$ cat src/cc_pkg.sv
// Shared types, register indexes, selector codes and mux word decode of the colour combiner.
package cc_pkg;

    // Default channel width; 255 stands for 1.0 at eight bits
    localparam int CHANNEL_BITS_DEF = 8;

    // Configuration port
    localparam int CFG_DATA_W  = 32;
    localparam int CFG_INDEX_W = 3;

    localparam logic [CFG_INDEX_W-1:0] CFG_MUX_LOW  = 3'd0;
    localparam logic [CFG_INDEX_W-1:0] CFG_MUX_HIGH = 3'd1;
    localparam logic [CFG_INDEX_W-1:0] CFG_PRIM     = 3'd2;
    localparam logic [CFG_INDEX_W-1:0] CFG_ENV      = 3'd3;
    localparam logic [CFG_INDEX_W-1:0] CFG_LOD      = 3'd4;

    // Colour A/B/C selector codes (C reads K5 at the zero code)
    localparam logic [3:0] CSEL_COMBINED    = 4'd0;
    localparam logic [3:0] CSEL_TEXEL0      = 4'd1;
    localparam logic [3:0] CSEL_TEXEL1      = 4'd2;
    localparam logic [3:0] CSEL_PRIM        = 4'd3;
    localparam logic [3:0] CSEL_SHADE       = 4'd4;
    localparam logic [3:0] CSEL_ENV         = 4'd5;
    localparam logic [3:0] CSEL_ONE         = 4'd6;
    localparam logic [3:0] CSEL_COMB_ALPHA  = 4'd7;
    localparam logic [3:0] CSEL_TEX0_ALPHA  = 4'd8;
    localparam logic [3:0] CSEL_TEX1_ALPHA  = 4'd9;
    localparam logic [3:0] CSEL_PRIM_ALPHA  = 4'd10;
    localparam logic [3:0] CSEL_SHADE_ALPHA = 4'd11;
    localparam logic [3:0] CSEL_ENV_ALPHA   = 4'd12;
    localparam logic [3:0] CSEL_LOD_FRAC    = 4'd13;
    localparam logic [3:0] CSEL_PRIM_LOD    = 4'd14;
    localparam logic [3:0] CSEL_ZERO_K5     = 4'd15;

    // Colour D code that reads zero
    localparam logic [2:0] CSEL_D_ZERO = 3'd7;

    // Alpha selector codes (C reads LOD fraction and prim LOD at combined and one)
    localparam logic [2:0] ASEL_COMBINED = 3'd0;
    localparam logic [2:0] ASEL_TEXEL0   = 3'd1;
    localparam logic [2:0] ASEL_TEXEL1   = 3'd2;
    localparam logic [2:0] ASEL_PRIM     = 3'd3;
    localparam logic [2:0] ASEL_SHADE    = 3'd4;
    localparam logic [2:0] ASEL_ENV      = 3'd5;
    localparam logic [2:0] ASEL_ONE      = 3'd6;
    localparam logic [2:0] ASEL_ZERO     = 3'd7;

    // Operand selectors of one combiner cycle
    typedef struct packed {
        logic [3:0] ca;
        logic [3:0] cb;
        logic [4:0] cc;
        logic [2:0] cd;
        logic [2:0] aa;
        logic [2:0] ab;
        logic [2:0] ac;
        logic [2:0] ad;
    } t_sel;

    // Constant colours shared by both cycles
    typedef struct packed {
        logic [31:0] prim;
        logic [31:0] env;
        logic [7:0]  lod;
    } t_cfg;

    // Pull the selector fields of one cycle out of the two mux words
    function automatic t_sel decode_sel(input logic [23:0] lo, input logic [31:0] hi,
                                        input logic cyc);
        t_sel s;
        if (!cyc) begin
            s.ca = lo[23:20];
            s.cc = lo[19:15];
            s.aa = lo[14:12];
            s.ac = lo[11:9];
            s.cb = hi[31:28];
            s.cd = hi[17:15];
            s.ab = hi[14:12];
            s.ad = hi[11:9];
        end else begin
            s.ca = lo[8:5];
            s.cc = lo[4:0];
            s.cb = hi[27:24];
            s.aa = hi[23:21];
            s.ac = hi[20:18];
            s.cd = hi[8:6];
            s.ab = hi[5:3];
            s.ad = hi[2:0];
        end
        return s;
    endfunction

endpackage

$ cat src/cc_combine_unit.sv
// Three-stage (A-B)*C+D unit over four lanes with rounding divide by full scale.
module cc_combine_unit #(
    parameter int CHANNEL_BITS = cc_pkg::CHANNEL_BITS_DEF,
    parameter int SIDE_W       = 96
) (
    input  logic                           i_clk,
    input  logic                           i_rst_n,
    input  logic                           i_valid,
    output logic                           o_ready,
    input  logic signed [CHANNEL_BITS+1:0] i_a [4],
    input  logic signed [CHANNEL_BITS+1:0] i_b [4],
    input  logic signed [CHANNEL_BITS+1:0] i_c [4],
    input  logic signed [CHANNEL_BITS+1:0] i_d [4],
    input  logic [SIDE_W-1:0]              i_side,
    output logic                           o_valid,
    input  logic                           i_ready,
    output logic signed [CHANNEL_BITS+1:0] o_res [4],
    output logic [SIDE_W-1:0]              o_side
);

    localparam int OW  = CHANNEL_BITS + 2;       // saturated intermediate
    localparam int PW  = 2 * OW;                 // signed product
    localparam int MW  = 2 * CHANNEL_BITS + 3;   // product magnitude plus rounding
    localparam int SW  = MW + 1;                 // reciprocal series sum
    localparam int QW  = CHANNEL_BITS + 3;       // quotient
    localparam logic signed [OW-1:0] SAT_HI = {1'b0, {(CHANNEL_BITS+1){1'b1}}};
    localparam logic signed [OW-1:0] SAT_LO = {1'b1, {(CHANNEL_BITS+1){1'b0}}};
    localparam logic [MW-1:0] HALF  = MW'((2**(CHANNEL_BITS-1)) - 1);
    localparam logic [SW-1:0] S_ONE = SW'((2**CHANNEL_BITS) - 1);
    localparam logic [QW-1:0] Q_HI  = QW'((2**(CHANNEL_BITS+1)) - 1);
    localparam logic [QW-1:0] Q_LO  = QW'(2**(CHANNEL_BITS+1));

    logic [2:0] r_v;
    logic [2:0] adv;

    // Stage one: difference and product
    logic signed [OW:0]   diff_w [4];
    logic signed [OW-1:0] diff_s [4];
    logic signed [PW-1:0] n1_prod [4];
    logic signed [PW-1:0] r1_prod [4];
    logic signed [OW-1:0] r1_d [4];
    logic [SIDE_W-1:0]    r1_side;

    // Stage two: magnitude and quotient estimate
    logic [PW-1:0]        mag_w [4];
    logic [MW-1:0]        n2_x [4];
    logic [SW-1:0]        sum_w [4];
    logic [QW-1:0]        n2_q [4];
    logic [MW-1:0]        r2_x [4];
    logic [QW-1:0]        r2_q [4];
    logic [3:0]           r2_neg;
    logic signed [OW-1:0] r2_d [4];
    logic [SIDE_W-1:0]    r2_side;

    // Stage three: correction, sign, saturation and D
    logic [SW-1:0]        rem_w [4];
    logic [QW-1:0]        q_fix [4];
    logic [QW-1:0]        q_neg [4];
    logic signed [OW-1:0] prod_s [4];
    logic signed [OW:0]   sum_d [4];
    logic signed [OW-1:0] n3_res [4];
    logic signed [OW-1:0] r3_res [4];
    logic [SIDE_W-1:0]    r3_side;

    function automatic logic signed [OW-1:0] sat1(input logic signed [OW:0] v);
        logic signed [OW-1:0] r;
        if (v > SAT_HI) begin
            r = SAT_HI;
        end else if (v < SAT_LO) begin
            r = SAT_LO;
        end else begin
            r = v[OW-1:0];
        end
        return r;
    endfunction

    // Stall chain: a stage moves when it is empty or the next one moves
    always_comb begin
        adv[2] = !r_v[2] || i_ready;
        adv[1] = !r_v[1] || adv[2];
        adv[0] = !r_v[0] || adv[1];
    end
    assign o_ready = adv[0];

    always_ff @(posedge i_clk) begin
        if (!i_rst_n) begin
            r_v <= '0;
        end else begin
            if (adv[0]) r_v[0] <= i_valid;
            if (adv[1]) r_v[1] <= r_v[0];
            if (adv[2]) r_v[2] <= r_v[1];
        end
    end

    // Saturate the difference and multiply by C
    always_comb begin
        for (int i = 0; i < 4; i++) begin
            diff_w[i]  = {i_a[i][OW-1], i_a[i]} - {i_b[i][OW-1], i_b[i]};
            diff_s[i]  = sat1(diff_w[i]);
            n1_prod[i] = diff_s[i] * i_c[i];
        end
    end

    always_ff @(posedge i_clk) begin
        if (adv[0] && i_valid) begin
            r1_prod <= n1_prod;
            r1_d    <= i_d;
            r1_side <= i_side;
        end
    end

    // Round and estimate the quotient by the series x/2^n + x/2^2n + x/2^3n
    always_comb begin
        for (int i = 0; i < 4; i++) begin
            mag_w[i] = r1_prod[i][PW-1] ? (PW'(0) - r1_prod[i]) : r1_prod[i];
            n2_x[i]  = mag_w[i][MW-1:0] + HALF;
            sum_w[i] = SW'(n2_x[i]) + SW'(n2_x[i] >> CHANNEL_BITS)
                     + SW'(n2_x[i] >> (2 * CHANNEL_BITS));
            n2_q[i]  = sum_w[i][CHANNEL_BITS +: QW];
        end
    end

    always_ff @(posedge i_clk) begin
        if (adv[1] && r_v[0]) begin
            r2_x    <= n2_x;
            r2_q    <= n2_q;
            r2_d    <= r1_d;
            r2_side <= r1_side;
            for (int i = 0; i < 4; i++) begin
                r2_neg[i] <= r1_prod[i][PW-1];
            end
        end
    end

    // Correct the estimate by one where the remainder reaches full scale
    always_comb begin
        for (int i = 0; i < 4; i++) begin
            rem_w[i] = SW'(r2_x[i]) + SW'(r2_q[i]) - (SW'(r2_q[i]) << CHANNEL_BITS);
            q_fix[i] = r2_q[i] + QW'(rem_w[i] >= S_ONE);
            q_neg[i] = QW'(0) - q_fix[i];
            if (!r2_neg[i]) begin
                prod_s[i] = (q_fix[i] > Q_HI) ? SAT_HI : q_fix[i][OW-1:0];
            end else begin
                prod_s[i] = (q_fix[i] > Q_LO) ? SAT_LO : q_neg[i][OW-1:0];
            end
            sum_d[i]  = {prod_s[i][OW-1], prod_s[i]} + {r2_d[i][OW-1], r2_d[i]};
            n3_res[i] = sat1(sum_d[i]);
        end
    end

    always_ff @(posedge i_clk) begin
        if (adv[2] && r_v[1]) begin
            r3_res  <= n3_res;
            r3_side <= r2_side;
        end
    end

    assign o_valid = r_v[2];
    assign o_res   = r3_res;
    assign o_side  = r3_side;

endmodule

$ cat config.mk
export PLATFORM = sky130hd
export DESIGN_NAME = cc_combine_unit
export DESIGN_NICKNAME = d
export VERILOG_FILES = /design/src/cc_pkg.sv /design/src/cc_combine_unit.sv
export SDC_FILE = /design/constraint.sdc
export NUM_CORES = 2
export LEC_CHECK = 0
export BUFFER_PORTS_ARGS = -buffer_cell sky130_fd_sc_hd__buf_4
export CAP_MARGIN = 30
export CELL_PAD_IN_SITES_DETAIL_PLACEMENT = 0
export CELL_PAD_IN_SITES_GLOBAL_PLACEMENT = 1
export CORE_ASPECT_RATIO = 1.4
export CORE_MARGIN = 10
export CORE_UTILIZATION = 40
export DETAILED_ROUTE_END_ITERATION = 8
export PLACE_DENSITY = 0.79
export SLEW_MARGIN = 20
export SYNTH_ARGS = -nofsm -noshare
export SYNTH_HDL_FRONTEND = slang
export SYNTH_SLANG_ARGS = --single-unit
$ cat constraint.sdc
create_clock -name i_clk -period 32.9 [get_ports i_clk]
set_clock_uncertainty 0.2 [all_clocks]
set_input_delay 6.58 -clock i_clk [delete_from_list [all_inputs] [get_ports i_clk]]
set_output_delay 6.58 -clock i_clk [all_outputs]
set_load 0.005 [all_outputs]
# Yosys cells after proc, flatten, opt, wreduce, memory -nomap -nowiden
# Cells that the tools add are included.
dict set report totals {
  regBits 615
  output_inout_bits 138
}
dict set report op_classes {
  add_sub_neg 40
  mul 4
  order_cmp 28
  mux 28
  n_reduce_logical 9
}
# op n
set ops {}
lappend ops {{$mux 10} 24}
lappend ops {{$gt 11x10->1 const B} 12}
lappend ops {{$lt 11x10->1 const B} 8}
lappend ops {{$add 19x11->20} 4}
lappend ops {{$ge 20x8->1 const B} 4}
lappend ops {{$mul 10x10->20} 4}
lappend ops {{$sub 20x19->20} 4}
lappend ops {{$add 19x11->19} 4}
lappend ops {{$add 19x3->19} 4}
lappend ops {{$add 19x7->19 const B} 4}
lappend ops {{$mux 19} 4}
lappend ops {{$sub 1x19->19 const A} 4}
lappend ops {{$add 10x10->11} 4}
lappend ops {{$add 11x1->11} 4}
lappend ops {{$gt 11x9->1 const B} 4}
lappend ops {{$sub 10x10->11} 4}
lappend ops {{$sub 1x10->10 const A} 4}
lappend ops {{$logic_and 1x1->1} 3}
lappend ops {{$logic_not 1->1} 3}
lappend ops {{$logic_or 1x1->1} 3}

# Logic depth before layout (Yosys ltp)
dict set report logic_depth {
  word_depth 10
  mapped_depth 38
}

# Worst setup path before layout
# No wires, ideal clock.
dict set report synth_timing {
  path_type {input-to-reg}
  startpoint {input i_ready}
  endpoint {register r2_d[0] (netlist bit) (enable)}
  t_arrival_ns 25.377
  t_required_ns 31.421
  path_slack_ns 6.044
  path_stages 2
  path_cell_list {nor2b_1 -> a21boi_0}
}
dict set report synth_via {
  elab_chain_len 3
}
# element line
set synth_lines {}
lappend synth_lines {{start, declared} cc_combine_unit.sv:16} ;# input logic i_ready,
lappend synth_lines {{$logic_or 1x1->1} cc_combine_unit.sv:79} ;# adv[2] = !r_v[2] || i_ready;
lappend synth_lines {{$logic_or 1x1->1} cc_combine_unit.sv:80} ;# adv[1] = !r_v[1] || adv[2];
lappend synth_lines {{$logic_and 1x1->1} cc_combine_unit.sv:124} ;# if (adv[1] && r_v[0]) begin
lappend synth_lines {{end signal, assigned} cc_combine_unit.sv:127} ;# r2_d <= r1_d;
lappend synth_lines {{end, declared} cc_combine_unit.sv:52} ;# logic signed [OW-1:0] r2_d [4];
# No other way between the ends.
# A chain may end at the register's enable or synchronous reset.

# Worst setup path in the final report
dict set report layout_timing {
  startpoint {input i_ready}
  endpoint {output o_ready}
}
dict set report layout_via {
  elab_chain_len 3
}
# element line
set layout_lines {}
lappend layout_lines {{$logic_or 1x1->1} cc_combine_unit.sv:79}
lappend layout_lines {{$logic_or 1x1->1} cc_combine_unit.sv:80}
lappend layout_lines {{$logic_or 1x1->1} cc_combine_unit.sv:81} ;# adv[0] = !r_v[0] || adv[1];
lappend layout_lines {{end, declared} cc_combine_unit.sv:9} ;# output logic o_ready,
# No other way between the ends.

==> results.tsv <==
metric	value	unit
syn_to_final_growth	13.85	%
worst-r2r-cell-count	32	
tns	0	ns
ys_types	95	
dr_total_vias	36370	
cts_buffers	70	
firstDrtPassIters	5	
rsz0062_at_grt	no	
path_clk_slew	0.06	ns
hold_violations	0	
rows	156	
cts-root-buf	clkbuf_16	
synth.area.mux_share	0.7426	%
routed-wl-met3	6.075	mm
clk_latency	0.69	ns
die_x	323.9	µm
tightest_slew	0.9413	ns
antenna_left	0	
worstSetupEndpoint	o_ready	
finalSetupViolCount	0	
synth_common_cells	735 x inv_1, 612 x edfxtp_1, 515 x ha_1	
critPathTopFamily	simple AND/OR/NAND/NOR gates	
arrival	7.77	ns
syn_nets	6011	
cap_violations	0	
avgSynthCellArea	10.68	µm²
grt_max_degree	79	
cp_common_cell	buf_4	
hold_path_class	flip-flop to flip-flop	
syn-cell-area	51730	µm²
overflow	0	
dieArea	144300	µm²
synth_compound_area_share	11.73	%
critPathRequiredTime	26.12	ns
cts_hold_buf	0	
start_util	40.15	%
cts_tree	built	
top_layer	met5	
synthCells	4843	
drt_wl_total	122.6	mm
grt_pass1_vias	37140	
dp_hpwl	99.37	mm
yosys.area.top_type_share	35.53	%
slew_headroom	37.24	%
ys_ff_latch	615	
final-max-slew-violation-count	0	
async_flop_share	0	%
synth.largest_area_cell	edfxtp_1	
crit_cells	4	
crit_chain	buf_4, nor2b_1, nand3_1, buf_4	
fmax	0.06874	GHz
drc	0	
yosysMostFrequentCell	inv_1	
grtUsageTotal	16.67	%
cts_setup_buffers	0	
crit-reg2reg-launch	r2_q[35]$_DFFE_PP_	
cts.sinks	615	
dr.first_iter.drc_count	1768	
h-tree-depth	3	
antenna_found_initial	2	
cpPeakStageDelay	0.56	ns
seq_area_frac_synth	35.65	%
ff2ff_setup_slack	23.23	ns
wl_met1	50.23	mm
synth_ff_type	edfxtp_1	
crit_type	input pin to primary output	
yosys.area_share.simple	11.26	%
post_drt_wl_per_cell	17.74	µm
critPathLaunchType	input pin	
yosysWarnings	0	
cts_buffer_depth	3	
slowest_stage	nor2b_1	
layout-drive-gt1-share	11.34	%
io_pins	398	
finalCritPeriodShare	44.22	%
synth_area_leaders	edfxtp_1 36%, fa_1 15%, ha_1 12%, inv_1 5.3%, xnor2_1 4.4%	
die_h	445.5	µm
cp_num_buf_inv	2	
r2r_end	o_res[32]$_SDFFCE_PN1P_	
period_minus_slack	14.55	ns
nets	6362	
core	128800	µm²
status	finished, final reports clean	
synth_top_family_by_area	adder cells	
synth_xor_area_share	6.466	%
synth_edf_count	612	
wl_met2	62.40	mm
startpoint	i_ready	
crit_path_end_kind	primary output	
yosys.area_share.adder	27.71	%
gp_congestion	0.8702	
grt_pass1_wl	194.3	mm
ctsResizeCount	0	
crit_path_max_fanout	6	
port_buffers	397	
drt-vias-per-instance	5.264	
-- through the flow --
step | util (%) | instance area (µm²) | setup slack, ns | hold slack [ns] | std cells
floorplan | - | 51730 | 6.044 | 0.2003 | 4843
global placement | 43.77 | 56390 | 18.14 | 0.2001 | 6774
detailed placement | 43.77 | 56390 | 17.95 | 0.2045 | 6775
CTS | 45.61 | 58760 | 18.29 | 0.2072 | 6900
global route | 45.71 | 58890 | 18.04 | 0.2132 | 6907
finish | 45.71 | 58890 | 18.35 | 0.2107 | 6908
-- sequential cells by signal, summed over array words and instances, names as in the netlist --
register	cells
r2_side	96
r1_side	96
r1_d	40
r2_q	44
r2_d	40
r2_x	76
r_v	3
o_res	40
r1_prod	80
o_side	96
r2_neg	4
-- final cells by class --
cell class              count  area [µm²]
inverters                 739        2774
clock inverters            49       593.1
diodes                      2       5.005
multi-input cells        3347       30000
flip-flops and latches    615       18440
fillers                 11930       69930
well taps                1659        2076
repair buffers            421        3229
clock buffers              76        1774
-- worst register-to-register path, delay by kind of cell, from the launching register on --
kind                     cells  cell delay, ns
buffers and inverters        2            0.13
AO/OA/AOI/OAI               18            4.81
AND/OR/NAND/NOR              5            1.82
XOR/XNOR                     1            0.19
flip-flops                   1            0.49
adder cells (fa/ha/maj)      6            1.74
-- cells by family (layout without fill, tap and decap cells) --
kind of cell    Yosys count  after routing
flops                   615            615
fa+ha+maj               910            910
xor+xnor                381            381
simple gates           1117           1117
buf+inv                 881           1285
compound gates          902            902
mux                      37             37
other cells               0              2
-- how the worst min path moves through the flow --
stage	start	endpoint	slack, ns	cells after the start
after detailed placement	r2_side[10]$_DFFE_PP_	o_side[10]$_DFFE_PP_	0.20	0
final	r2_side[43]$_DFFE_PP_	o_side[43]$_DFFE_PP_	0.21	0
after CTS	r2_side[43]$_DFFE_PP_	o_side[43]$_DFFE_PP_	0.21	0
after floorplan	r2_side[0]$_DFFE_PP_	o_side[0]$_DFFE_PP_	0.20	0
after global routing	r2_side[43]$_DFFE_PP_	o_side[43]$_DFFE_PP_	0.21	0
after global placement	r1_side[71]$_DFFE_PP_	r2_side[71]$_DFFE_PP_	0.20	0
-- cell usage in the layout, fill, tap and decap left out, types with 153 or more instances in the layout --
| cell type | count |
|---|---|
| inv_1 | 735 |
| edfxtp_1 | 612 |
| ha_1 | 515 |
| buf_4 | 414 |
| fa_1 | 393 |
| nand3_1 | 294 |
| xnor2_1 | 260 |
| a21oi_1 | 193 |
| nand2_1 | 192 |
| o21ai_0 | 176 |
| nor2_1 | 153 |
-- per-layer routing --
metal,track usage (%),vias to the layer above
met1,19.58,17680
met3,2.507,180
met4,6.220,2
li1,-,17700
met2,30.28,803
met5,0,-
Power is not shown: default switching activity piles up to over one toggle a cycle in this logic, so the estimate is an artifact.
