[src/cc_pkg.sv]
// Shared types, register indexes, selector codes and mux word decode of the colour combiner.
package cc_pkg;

    // Default channel width; 255 stands for 1.0 at eight bits
    localparam int CHANNEL_BITS_DEF = 8;

    // Configuration port
    localparam int CFG_DATA_W  = 32;
    localparam int CFG_INDEX_W = 3;

    localparam logic [CFG_INDEX_W-1:0] CFG_MUX_LOW  = 3'd0;
    localparam logic [CFG_INDEX_W-1:0] CFG_MUX_HIGH = 3'd1;
    localparam logic [CFG_INDEX_W-1:0] CFG_PRIM     = 3'd2;
    localparam logic [CFG_INDEX_W-1:0] CFG_ENV      = 3'd3;
    localparam logic [CFG_INDEX_W-1:0] CFG_LOD      = 3'd4;

    // Colour A/B/C selector codes (C reads K5 at the zero code)
    localparam logic [3:0] CSEL_COMBINED    = 4'd0;
    localparam logic [3:0] CSEL_TEXEL0      = 4'd1;
    localparam logic [3:0] CSEL_TEXEL1      = 4'd2;
    localparam logic [3:0] CSEL_PRIM        = 4'd3;
    localparam logic [3:0] CSEL_SHADE       = 4'd4;
    localparam logic [3:0] CSEL_ENV         = 4'd5;
    localparam logic [3:0] CSEL_ONE         = 4'd6;
    localparam logic [3:0] CSEL_COMB_ALPHA  = 4'd7;
    localparam logic [3:0] CSEL_TEX0_ALPHA  = 4'd8;
    localparam logic [3:0] CSEL_TEX1_ALPHA  = 4'd9;
    localparam logic [3:0] CSEL_PRIM_ALPHA  = 4'd10;
    localparam logic [3:0] CSEL_SHADE_ALPHA = 4'd11;
    localparam logic [3:0] CSEL_ENV_ALPHA   = 4'd12;
    localparam logic [3:0] CSEL_LOD_FRAC    = 4'd13;
    localparam logic [3:0] CSEL_PRIM_LOD    = 4'd14;
    localparam logic [3:0] CSEL_ZERO_K5     = 4'd15;

    // Colour D code that reads zero
    localparam logic [2:0] CSEL_D_ZERO = 3'd7;

    // Alpha selector codes (C reads LOD fraction and prim LOD at combined and one)
    localparam logic [2:0] ASEL_COMBINED = 3'd0;
    localparam logic [2:0] ASEL_TEXEL0   = 3'd1;
    localparam logic [2:0] ASEL_TEXEL1   = 3'd2;
    localparam logic [2:0] ASEL_PRIM     = 3'd3;
    localparam logic [2:0] ASEL_SHADE    = 3'd4;
    localparam logic [2:0] ASEL_ENV      = 3'd5;
    localparam logic [2:0] ASEL_ONE      = 3'd6;
    localparam logic [2:0] ASEL_ZERO     = 3'd7;

    // Operand selectors of one combiner cycle
    typedef struct packed {
        logic [3:0] ca;
        logic [3:0] cb;
        logic [4:0] cc;
        logic [2:0] cd;
        logic [2:0] aa;
        logic [2:0] ab;
        logic [2:0] ac;
        logic [2:0] ad;
    } t_sel;

    // Constant colours shared by both cycles
    typedef struct packed {
        logic [31:0] prim;
        logic [31:0] env;
        logic [7:0]  lod;
    } t_cfg;

    // Pull the selector fields of one cycle out of the two mux words
    function automatic t_sel decode_sel(input logic [23:0] lo, input logic [31:0] hi,
                                        input logic cyc);
        t_sel s;
        if (!cyc) begin
            s.ca = lo[23:20];
            s.cc = lo[19:15];
            s.aa = lo[14:12];
            s.ac = lo[11:9];
            s.cb = hi[31:28];
            s.cd = hi[17:15];
            s.ab = hi[14:12];
            s.ad = hi[11:9];
        end else begin
            s.ca = lo[8:5];
            s.cc = lo[4:0];
            s.cb = hi[27:24];
            s.aa = hi[23:21];
            s.ac = hi[20:18];
            s.cd = hi[8:6];
            s.ab = hi[5:3];
            s.ad = hi[2:0];
        end
        return s;
    endfunction

endpackage

[src/cc_operand_sel.sv]
// Operand selection stage: picks A, B, C and D for all four lanes of one combiner cycle.
module cc_operand_sel #(
    parameter int CHANNEL_BITS = cc_pkg::CHANNEL_BITS_DEF
) (
    input  logic                          i_clk,
    input  logic                          i_rst_n,
    input  logic                          i_valid,
    output logic                          o_ready,
    input  cc_pkg::t_sel                  i_sel,
    input  cc_pkg::t_cfg                  i_cfg,
    input  logic [31:0]                   i_texel_zero,
    input  logic [31:0]                   i_texel_one,
    input  logic [31:0]                   i_shade_color,
    input  logic signed [CHANNEL_BITS+1:0] i_comb [4],
    output logic                          o_valid,
    input  logic                          i_ready,
    output logic signed [CHANNEL_BITS+1:0] o_a [4],
    output logic signed [CHANNEL_BITS+1:0] o_b [4],
    output logic signed [CHANNEL_BITS+1:0] o_c [4],
    output logic signed [CHANNEL_BITS+1:0] o_d [4],
    output logic [31:0]                   o_texel_zero,
    output logic [31:0]                   o_texel_one,
    output logic [31:0]                   o_shade_color
);

    localparam int OW = CHANNEL_BITS + 2;
    localparam int EW = 4 * CHANNEL_BITS;
    localparam logic signed [OW-1:0] OP_ONE  = {2'b00, {CHANNEL_BITS{1'b1}}};
    localparam logic signed [OW-1:0] OP_ZERO = '0;

    logic [CHANNEL_BITS-1:0] t0 [4];
    logic [CHANNEL_BITS-1:0] t1 [4];
    logic [CHANNEL_BITS-1:0] sh [4];
    logic [CHANNEL_BITS-1:0] pr [4];
    logic [CHANNEL_BITS-1:0] en [4];
    logic signed [OW-1:0]    lod;

    logic signed [OW-1:0] n_a [4];
    logic signed [OW-1:0] n_b [4];
    logic signed [OW-1:0] n_c [4];
    logic signed [OW-1:0] n_d [4];

    logic                 r_valid;
    logic                 adv;
    logic signed [OW-1:0] r_a [4];
    logic signed [OW-1:0] r_b [4];
    logic signed [OW-1:0] r_c [4];
    logic signed [OW-1:0] r_d [4];
    logic [31:0]          r_texel_zero;
    logic [31:0]          r_texel_one;
    logic [31:0]          r_shade_color;

    // Channel of a packed word, red on top; bits beyond the word read zero
    function automatic logic [CHANNEL_BITS-1:0] chan(input logic [31:0] w, input int i);
        logic [EW-1:0] e;
        e = EW'(w);
        return e[(3-i)*CHANNEL_BITS +: CHANNEL_BITS];
    endfunction

    function automatic logic signed [OW-1:0] ext(input logic [CHANNEL_BITS-1:0] v);
        return {2'b00, v};
    endfunction

    // Colour operand of lane ch; k5 gives the C meaning of the top code
    function automatic logic signed [OW-1:0] color_op(input logic [3:0] s, input int ch,
                                                      input logic k5);
        logic signed [OW-1:0] v;
        case (s)
            cc_pkg::CSEL_COMBINED:    v = i_comb[ch];
            cc_pkg::CSEL_TEXEL0:      v = ext(t0[ch]);
            cc_pkg::CSEL_TEXEL1:      v = ext(t1[ch]);
            cc_pkg::CSEL_PRIM:        v = ext(pr[ch]);
            cc_pkg::CSEL_SHADE:       v = ext(sh[ch]);
            cc_pkg::CSEL_ENV:         v = ext(en[ch]);
            cc_pkg::CSEL_ONE:         v = OP_ONE;
            cc_pkg::CSEL_COMB_ALPHA:  v = i_comb[3];
            cc_pkg::CSEL_TEX0_ALPHA:  v = ext(t0[3]);
            cc_pkg::CSEL_TEX1_ALPHA:  v = ext(t1[3]);
            cc_pkg::CSEL_PRIM_ALPHA:  v = ext(pr[3]);
            cc_pkg::CSEL_SHADE_ALPHA: v = ext(sh[3]);
            cc_pkg::CSEL_ENV_ALPHA:   v = ext(en[3]);
            cc_pkg::CSEL_LOD_FRAC:    v = OP_ZERO;
            cc_pkg::CSEL_PRIM_LOD:    v = lod;
            cc_pkg::CSEL_ZERO_K5:     v = k5 ? OP_ONE : OP_ZERO;
            default:                  v = OP_ZERO;
        endcase
        return v;
    endfunction

    // Alpha operand; cin gives the C meaning of combined and one
    function automatic logic signed [OW-1:0] alpha_op(input logic [2:0] s, input logic cin);
        logic signed [OW-1:0] v;
        case (s)
            cc_pkg::ASEL_COMBINED: v = cin ? OP_ZERO : i_comb[3];
            cc_pkg::ASEL_TEXEL0:   v = ext(t0[3]);
            cc_pkg::ASEL_TEXEL1:   v = ext(t1[3]);
            cc_pkg::ASEL_PRIM:     v = ext(pr[3]);
            cc_pkg::ASEL_SHADE:    v = ext(sh[3]);
            cc_pkg::ASEL_ENV:      v = ext(en[3]);
            cc_pkg::ASEL_ONE:      v = cin ? lod : OP_ONE;
            default:               v = OP_ZERO;
        endcase
        return v;
    endfunction

    // Unpack the colour sources
    always_comb begin
        for (int i = 0; i < 4; i++) begin
            t0[i] = chan(i_texel_zero, i);
            t1[i] = chan(i_texel_one, i);
            sh[i] = chan(i_shade_color, i);
            pr[i] = chan(i_cfg.prim, i);
            en[i] = chan(i_cfg.env, i);
        end
        lod = {{(CHANNEL_BITS-6){1'b0}}, i_cfg.lod};
    end

    // Select the operands
    always_comb begin
        for (int i = 0; i < 3; i++) begin
            n_a[i] = color_op(i_sel.ca, i, 1'b0);
            n_b[i] = color_op(i_sel.cb, i, 1'b0);
            n_c[i] = i_sel.cc[4] ? OP_ZERO : color_op(i_sel.cc[3:0], i, 1'b1);
            n_d[i] = (i_sel.cd == cc_pkg::CSEL_D_ZERO) ? OP_ZERO
                                                       : color_op({1'b0, i_sel.cd}, i, 1'b0);
        end
        n_a[3] = alpha_op(i_sel.aa, 1'b0);
        n_b[3] = alpha_op(i_sel.ab, 1'b0);
        n_c[3] = alpha_op(i_sel.ac, 1'b1);
        n_d[3] = alpha_op(i_sel.ad, 1'b0);
    end

    // Advance when empty or when downstream takes the held transaction
    assign adv     = !r_valid || i_ready;
    assign o_ready = adv;

    always_ff @(posedge i_clk) begin
        if (!i_rst_n) begin
            r_valid <= 1'b0;
        end else if (adv) begin
            r_valid <= i_valid;
        end
    end

    // Load the operands
    always_ff @(posedge i_clk) begin
        if (adv && i_valid) begin
            r_a           <= n_a;
            r_b           <= n_b;
            r_c           <= n_c;
            r_d           <= n_d;
            r_texel_zero  <= i_texel_zero;
            r_texel_one   <= i_texel_one;
            r_shade_color <= i_shade_color;
        end
    end

    assign o_valid       = r_valid;
    assign o_a           = r_a;
    assign o_b           = r_b;
    assign o_c           = r_c;
    assign o_d           = r_d;
    assign o_texel_zero  = r_texel_zero;
    assign o_texel_one   = r_texel_one;
    assign o_shade_color = r_shade_color;

endmodule

[config.mk]
export PLATFORM = sky130hd
export DESIGN_NAME = cc_operand_sel
export DESIGN_NICKNAME = d
export VERILOG_FILES = /design/src/cc_pkg.sv /design/src/cc_operand_sel.sv
export SDC_FILE = /design/constraint.sdc
export NUM_CORES = 1
export LEC_CHECK = 0
export ABC_AREA = 1
export BUFFER_PORTS_ARGS = -buffer_cell sky130_fd_sc_hd__clkbuf_2
export CAP_MARGIN = 10
export CORE_MARGIN = 5
export CORE_UTILIZATION = 30
export CTS_CLUSTER_DIAMETER = 30
export CTS_CLUSTER_SIZE = 30
export DETAILED_ROUTE_END_ITERATION = 16
export PLACE_DENSITY = 0.54
export SYNTH_ARGS = -nofsm -noshare
export SYNTH_HDL_FRONTEND = slang
export SYNTH_SLANG_ARGS = --single-unit
[constraint.sdc]
create_clock -name i_clk -period 18.95 [get_ports i_clk]
set_clock_uncertainty 0.15 [all_clocks]
set_input_delay 1.895 -clock i_clk [delete_from_list [all_inputs] [get_ports i_clk]]
set_output_delay 1.895 -clock i_clk [all_outputs]
set_load 0.005 [all_outputs]
# After elaboration in Yosys (flattened, before gate mapping)
# Cells that the tools add are included.
# op_classes
eq_ne	76
n_mux	16
reduce_logical	13
# op_table
operator	n
$pmux 10 s15	9
$pmux 10 s7	6
$eq 4x4->1 const B	24
$eq 3x3->1 const B	16
$eq 4x3->1 const B	12
$pmux 8 s6	1
$eq 3x2->1 const B	10
$eq 4x2->1 const B	6
$eq 3x1->1 const B	5
$eq 4x1->1 const B	3
$logic_not 3->1	4
$logic_not 4->1	3
$reduce_or 2->1	3
$logic_and 1x1->1	1
$logic_not 1->1	1
$logic_or 1x1->1	1
# totals
reg_bits	257
inputBits	240
out_inout_bits	258
elab_cells	125

# Logic depth before layout (Yosys ltp)
# logic_depth
word_depth	3
ltp_mapped	10
depth_no_buf	9

# Worst setup path before layout
# OpenSTA, ideal clock, no wires.
# synth_timing
kind	input port to flip-flop
start	in i_valid
end	reg r_a (netlist bit o_a[0]), enable pin
setup_ns	0.952
t_arrival_ns	14.112
required_time_ns	17.848
path_slack_ns	3.736
stages	2
n_path_buf	0
path_cell_list	inv_1 > a21oi_1
# synth_between
elab_chain_len	1
# synth_rtl
element	line_no	text
start, declared	cc_operand_sel.sv:7	input logic i_valid,
$logic_and 1x1->1	cc_operand_sel.sv:147	if (adv && i_valid) begin
end signal, assigned	cc_operand_sel.sv:148	r_a <= n_a;
end, declared	cc_operand_sel.sv:45	logic signed [OW-1:0] r_a [4];
# No other way between the ends.
# A chain may end at the register's enable or synchronous reset.

# Worst setup path after layout
# layout_timing
start	in i_sel[13] in the netlist's numbering
end	reg r_d (netlist bit o_d[22]), data pin
# layout_between
elab_chain_len	2
elab_cells_between_ends	9
classes_between	eq/ne (7); mux (1); reduce/logical (1)
# layout_rtl
element	line_no	text
start, declared	cc_operand_sel.sv:9	input cc_pkg::t_sel i_sel,
$eq 3x3->1 (tied with other cells)	cc_operand_sel.sv:68	case (s)
$pmux 10 s7	cc_operand_sel.sv:68	
end signal, assigned	cc_operand_sel.sv:151	r_d <= n_d;
end, declared	cc_operand_sel.sv:48	logic signed [OW-1:0] r_d [4];
# Parallel ways exist; a longest one is shown, timed or not.

==> impl_metrics.env <==
export IMPL_vdd_ir_drop_max_mv=0.0601
export IMPL_finalWorstSetupSlack_ns=14.54
export IMPL_status="finished clean"
export IMPL_cts_made_buffers=79
export IMPL_synth_top_family_by_area="simple AND/OR/NAND/NOR gates"
export IMPL_drt_total_wl_um=88000
export IMPL_cts_buffer_depth=3
export IMPL_placement_io_buffers=495
export IMPL_vias=18601
export IMPL_finalMaxSlewViolations=0
export IMPL_clk_pin_slew_ns=0.04
export IMPL_grt_pass1_vias=18057
export IMPL_synthTopCellsByArea="edfxtp_1 (48%), nand2_1 (17%), nor2_1 (8.7%)"
export IMPL_setup_viol=0
export IMPL_synth_compound_area_share_pct=10.4
export IMPL_antenna_found_initial=16
export IMPL_final_antenna_net_count=0
export IMPL_rsz0062_at_grt="no"
export IMPL_core_mm2=0.0526
export IMPL_synthDistinctLibCells=27
export IMPL_synthFlopType="edfxtp_1"
export IMPL_p_int_w=0.00174
export IMPL_leakage_nw=10.4
export IMPL_grt_usage_pct=29.2
export IMPL_cts_num_sinks=255
export IMPL_period_share_pct=23.3
export IMPL_pwr_share_clk_pct=57.4
export IMPL_drc=0
export IMPL_clock_tree_root_cell="clkbuf_16"
export IMPL_overflow=0
export IMPL_die_h_um=240
export IMPL_hold_violations=0
export IMPL_ys_ff_latch=255
export IMPL_final_net_count=2932
export IMPL_area_growth_pct=37.5
export IMPL_path_max_fanout=30
export IMPL_synth_mux_area_fraction_pct=0
export IMPL_end_kind="flip-flop"
export IMPL_gp_congestion=0.979
export IMPL_startpoint_type="input pin"
export IMPL_holdPathStages=2
export IMPL_synth_edf_count=254
export IMPL_wl_per_cell_um=25.5
export IMPL_synthAdderAreaFrac_pct=0
export IMPL_post_dp_cell_area_mm2=0.0191
export IMPL_async_reset_ff_share_pct=0
export IMPL_hold_class="flip-flop to flip-flop"
export IMPL_netlist_instances=2167
export IMPL_critPathRequiredTime_ns=19.14
export IMPL_post_cts_buffers=0
export IMPL_io_pins=498
export IMPL_grt_max_degree=74
export IMPL_cap_violations=0
export IMPL_avgSynthCellArea_um2=7.33
export IMPL_htree_num_levels=3
export IMPL_grt_pass1_wl_um=124000
export IMPL_critPathKind="input pin to flip-flop"
export IMPL_post_route_util_pct=41.6
export IMPL_yosysTopAreaCell="edfxtp_1"
export IMPL_detailed_place_hpwl_um=66300
export IMPL_core_rowCount=84
export IMPL_power_frac_seq_pct=29.8
export IMPL_netlist_area_mm2=0.0159
export IMPL_p_sw_share_pct=26.1
export IMPL_cts_resized=0
export IMPL_cp_arrival_ns=4.60
export IMPL_power_density_mw_per_mm2=108
export IMPL_synthSimpleGateAreaFrac_pct=34.6
export IMPL_fp_dieW_um=240
export IMPL_drt_first_iter_violations=1970
export IMPL_via_per_inst=5.39
export IMPL_drive_gt1_share_pct=24.1
export IMPL_setup_tns_ns=0
export IMPL_yosysWarnings=0
export IMPL_period_needed_ns=4.41
export IMPL_die_area_mm2=0.0577
export IMPL_multi_input_area_mm2=0.00721
export IMPL_start_util_pct=30.2
export IMPL_pre_cts_ws_ns=14.04
export IMPL_synth_top_area_share_pct=48.0
export IMPL_seq_area_mm2=0.00765
export IMPL_drt_pass1_iterations=7
export IMPL_synth_xor_area_share_pct=0
export IMPL_stdcell_area_mm2=0.0219
export IMPL_fmax_mhz=227
export IMPL_max_slew_margin_pct=17.9
export IMPL_p_comb_share_pct=12.8
export IMPL_num_fill_cells=5440
export IMPL_worst_pin_slew_ns=1.23
export IMPL_holdBufCountCts=0
export IMPL_ys_seq_area_share_pct=48.1
export IMPL_p_sw_w=0.000615
export IMPL_cts_tree="built"
export IMPL_reg2reg_depth=3
export IMPL_worstSkewPairLatency_ns=0.59
-- routing by layer --
layer | vias to the layer above | wire [um] | global-route usage, %
met5 | - | 120 | 0
met4 | 18 | 3680 | 12.5
met3 | 219 | 9130 | 7.82
met2 | 1179 | 41200 | 48.2
met1 | 8836 | 33900 | 36.0
li1 | 8349 | - | -
-- per-stage QoR --
step / power (W) / hold WS [ns] / std cells
CTS: 0.00237 / 0.411 / 3441
global placement: 0.00100 / 0.378 / 3299
global route: 0.00243 / 0.460 / 3446
detailed placement: 0.00101 / 0.404 / 3299
floorplan: 0.000841 / 0.373 / 2168
finish: 0.00236 / 0.403 / 3448
-- worst max-delay path, cell delays in order --
cell and delay, ns:
clkbuf_2 0.41, nor3_1 0.13, inv_1 0.86, nand3_2 0.89, nor2_1 0.30, a21oi_1 0.10
-- state kept, by name (all words and copies together) (netlist names) --
signal and count:
o_a 40, o_texel_one 32, o_d 40, o_texel_zero 32
o_b 40, o_c 38, o_valid 1, o_shade_color 32
-- cell families after synthesis --
kind of cell	after synthesis
AO/OA/AOI/OAI	289
flip-flops	255
buffers and inverters	273
other	1
AND/OR/NAND/NOR	1349
-- final cells by class --
class | count | area share, %
inverter | 200 | 3.43
tap | 688 | 3.94
antenna | 7 | 0.0801
clock inverter | 49 | 2.95
sequential | 255 | 35.0
multi-input combinational | 1640 | 33.0
timing repair buffer | 516 | 12.1
clock buffer | 93 | 9.58
-- placed cells by master (no fill, tap or decap), drive strengths merged --
cell	Yosys	routed
dfxtp	1	1
edfxtp	254	254
diode	0	7
nand2	701	701
nor2	377	377
clkinvlp	0	10
o21ai	116	116
a21oi	67	67
clkbuf	24	588
buf	49	21
a22oi	3	3
o211ai	42	42
and3	1	1
conb	1	2
a21boi	1	1
o211a	3	3
inv	199	201
nand3	223	223
nor3	10	10
clkinv	1	24
o22ai	57	57
bufinv	0	14
nand4	36	36
nand3b	1	1
-- final timing paths --
check             from          endpoint  slack (ns)
min            o_valid           o_valid        0.40
max          i_sel[13]           o_d[22]       14.54
min reg2reg    o_valid           o_valid        0.40
max reg2reg    o_valid  o_shade_color[0]       16.40
-- power by group through the flow --
| stage | clock [W] | sequential, W | combinational (W) |
|---|---|---|---|
| floorplan | 0 | 0.000722 | 0.000118 |
| global placement | 0 | 0.000710 | 0.000294 |
| detailed placement | 0 | 0.000711 | 0.000296 |
| CTS | 0.00137 | 0.000702 | 0.000298 |
| global route | 0.00141 | 0.000704 | 0.000323 |
| finish | 0.00135 | 0.000701 | 0.000301 |
-- Yosys cell counts, drive strengths merged, types with 3 or more instances --
library cell / count
a21oi: 67
a22oi: 3
buf: 49
clkbuf: 24
edfxtp: 254
inv: 199
nand2: 701
nand3: 223
nand4: 36
nor2: 377
nor3: 10
o211a: 3
o211ai: 42
o21ai: 116
o22ai: 57
Power figures use the tool's default switching activity.
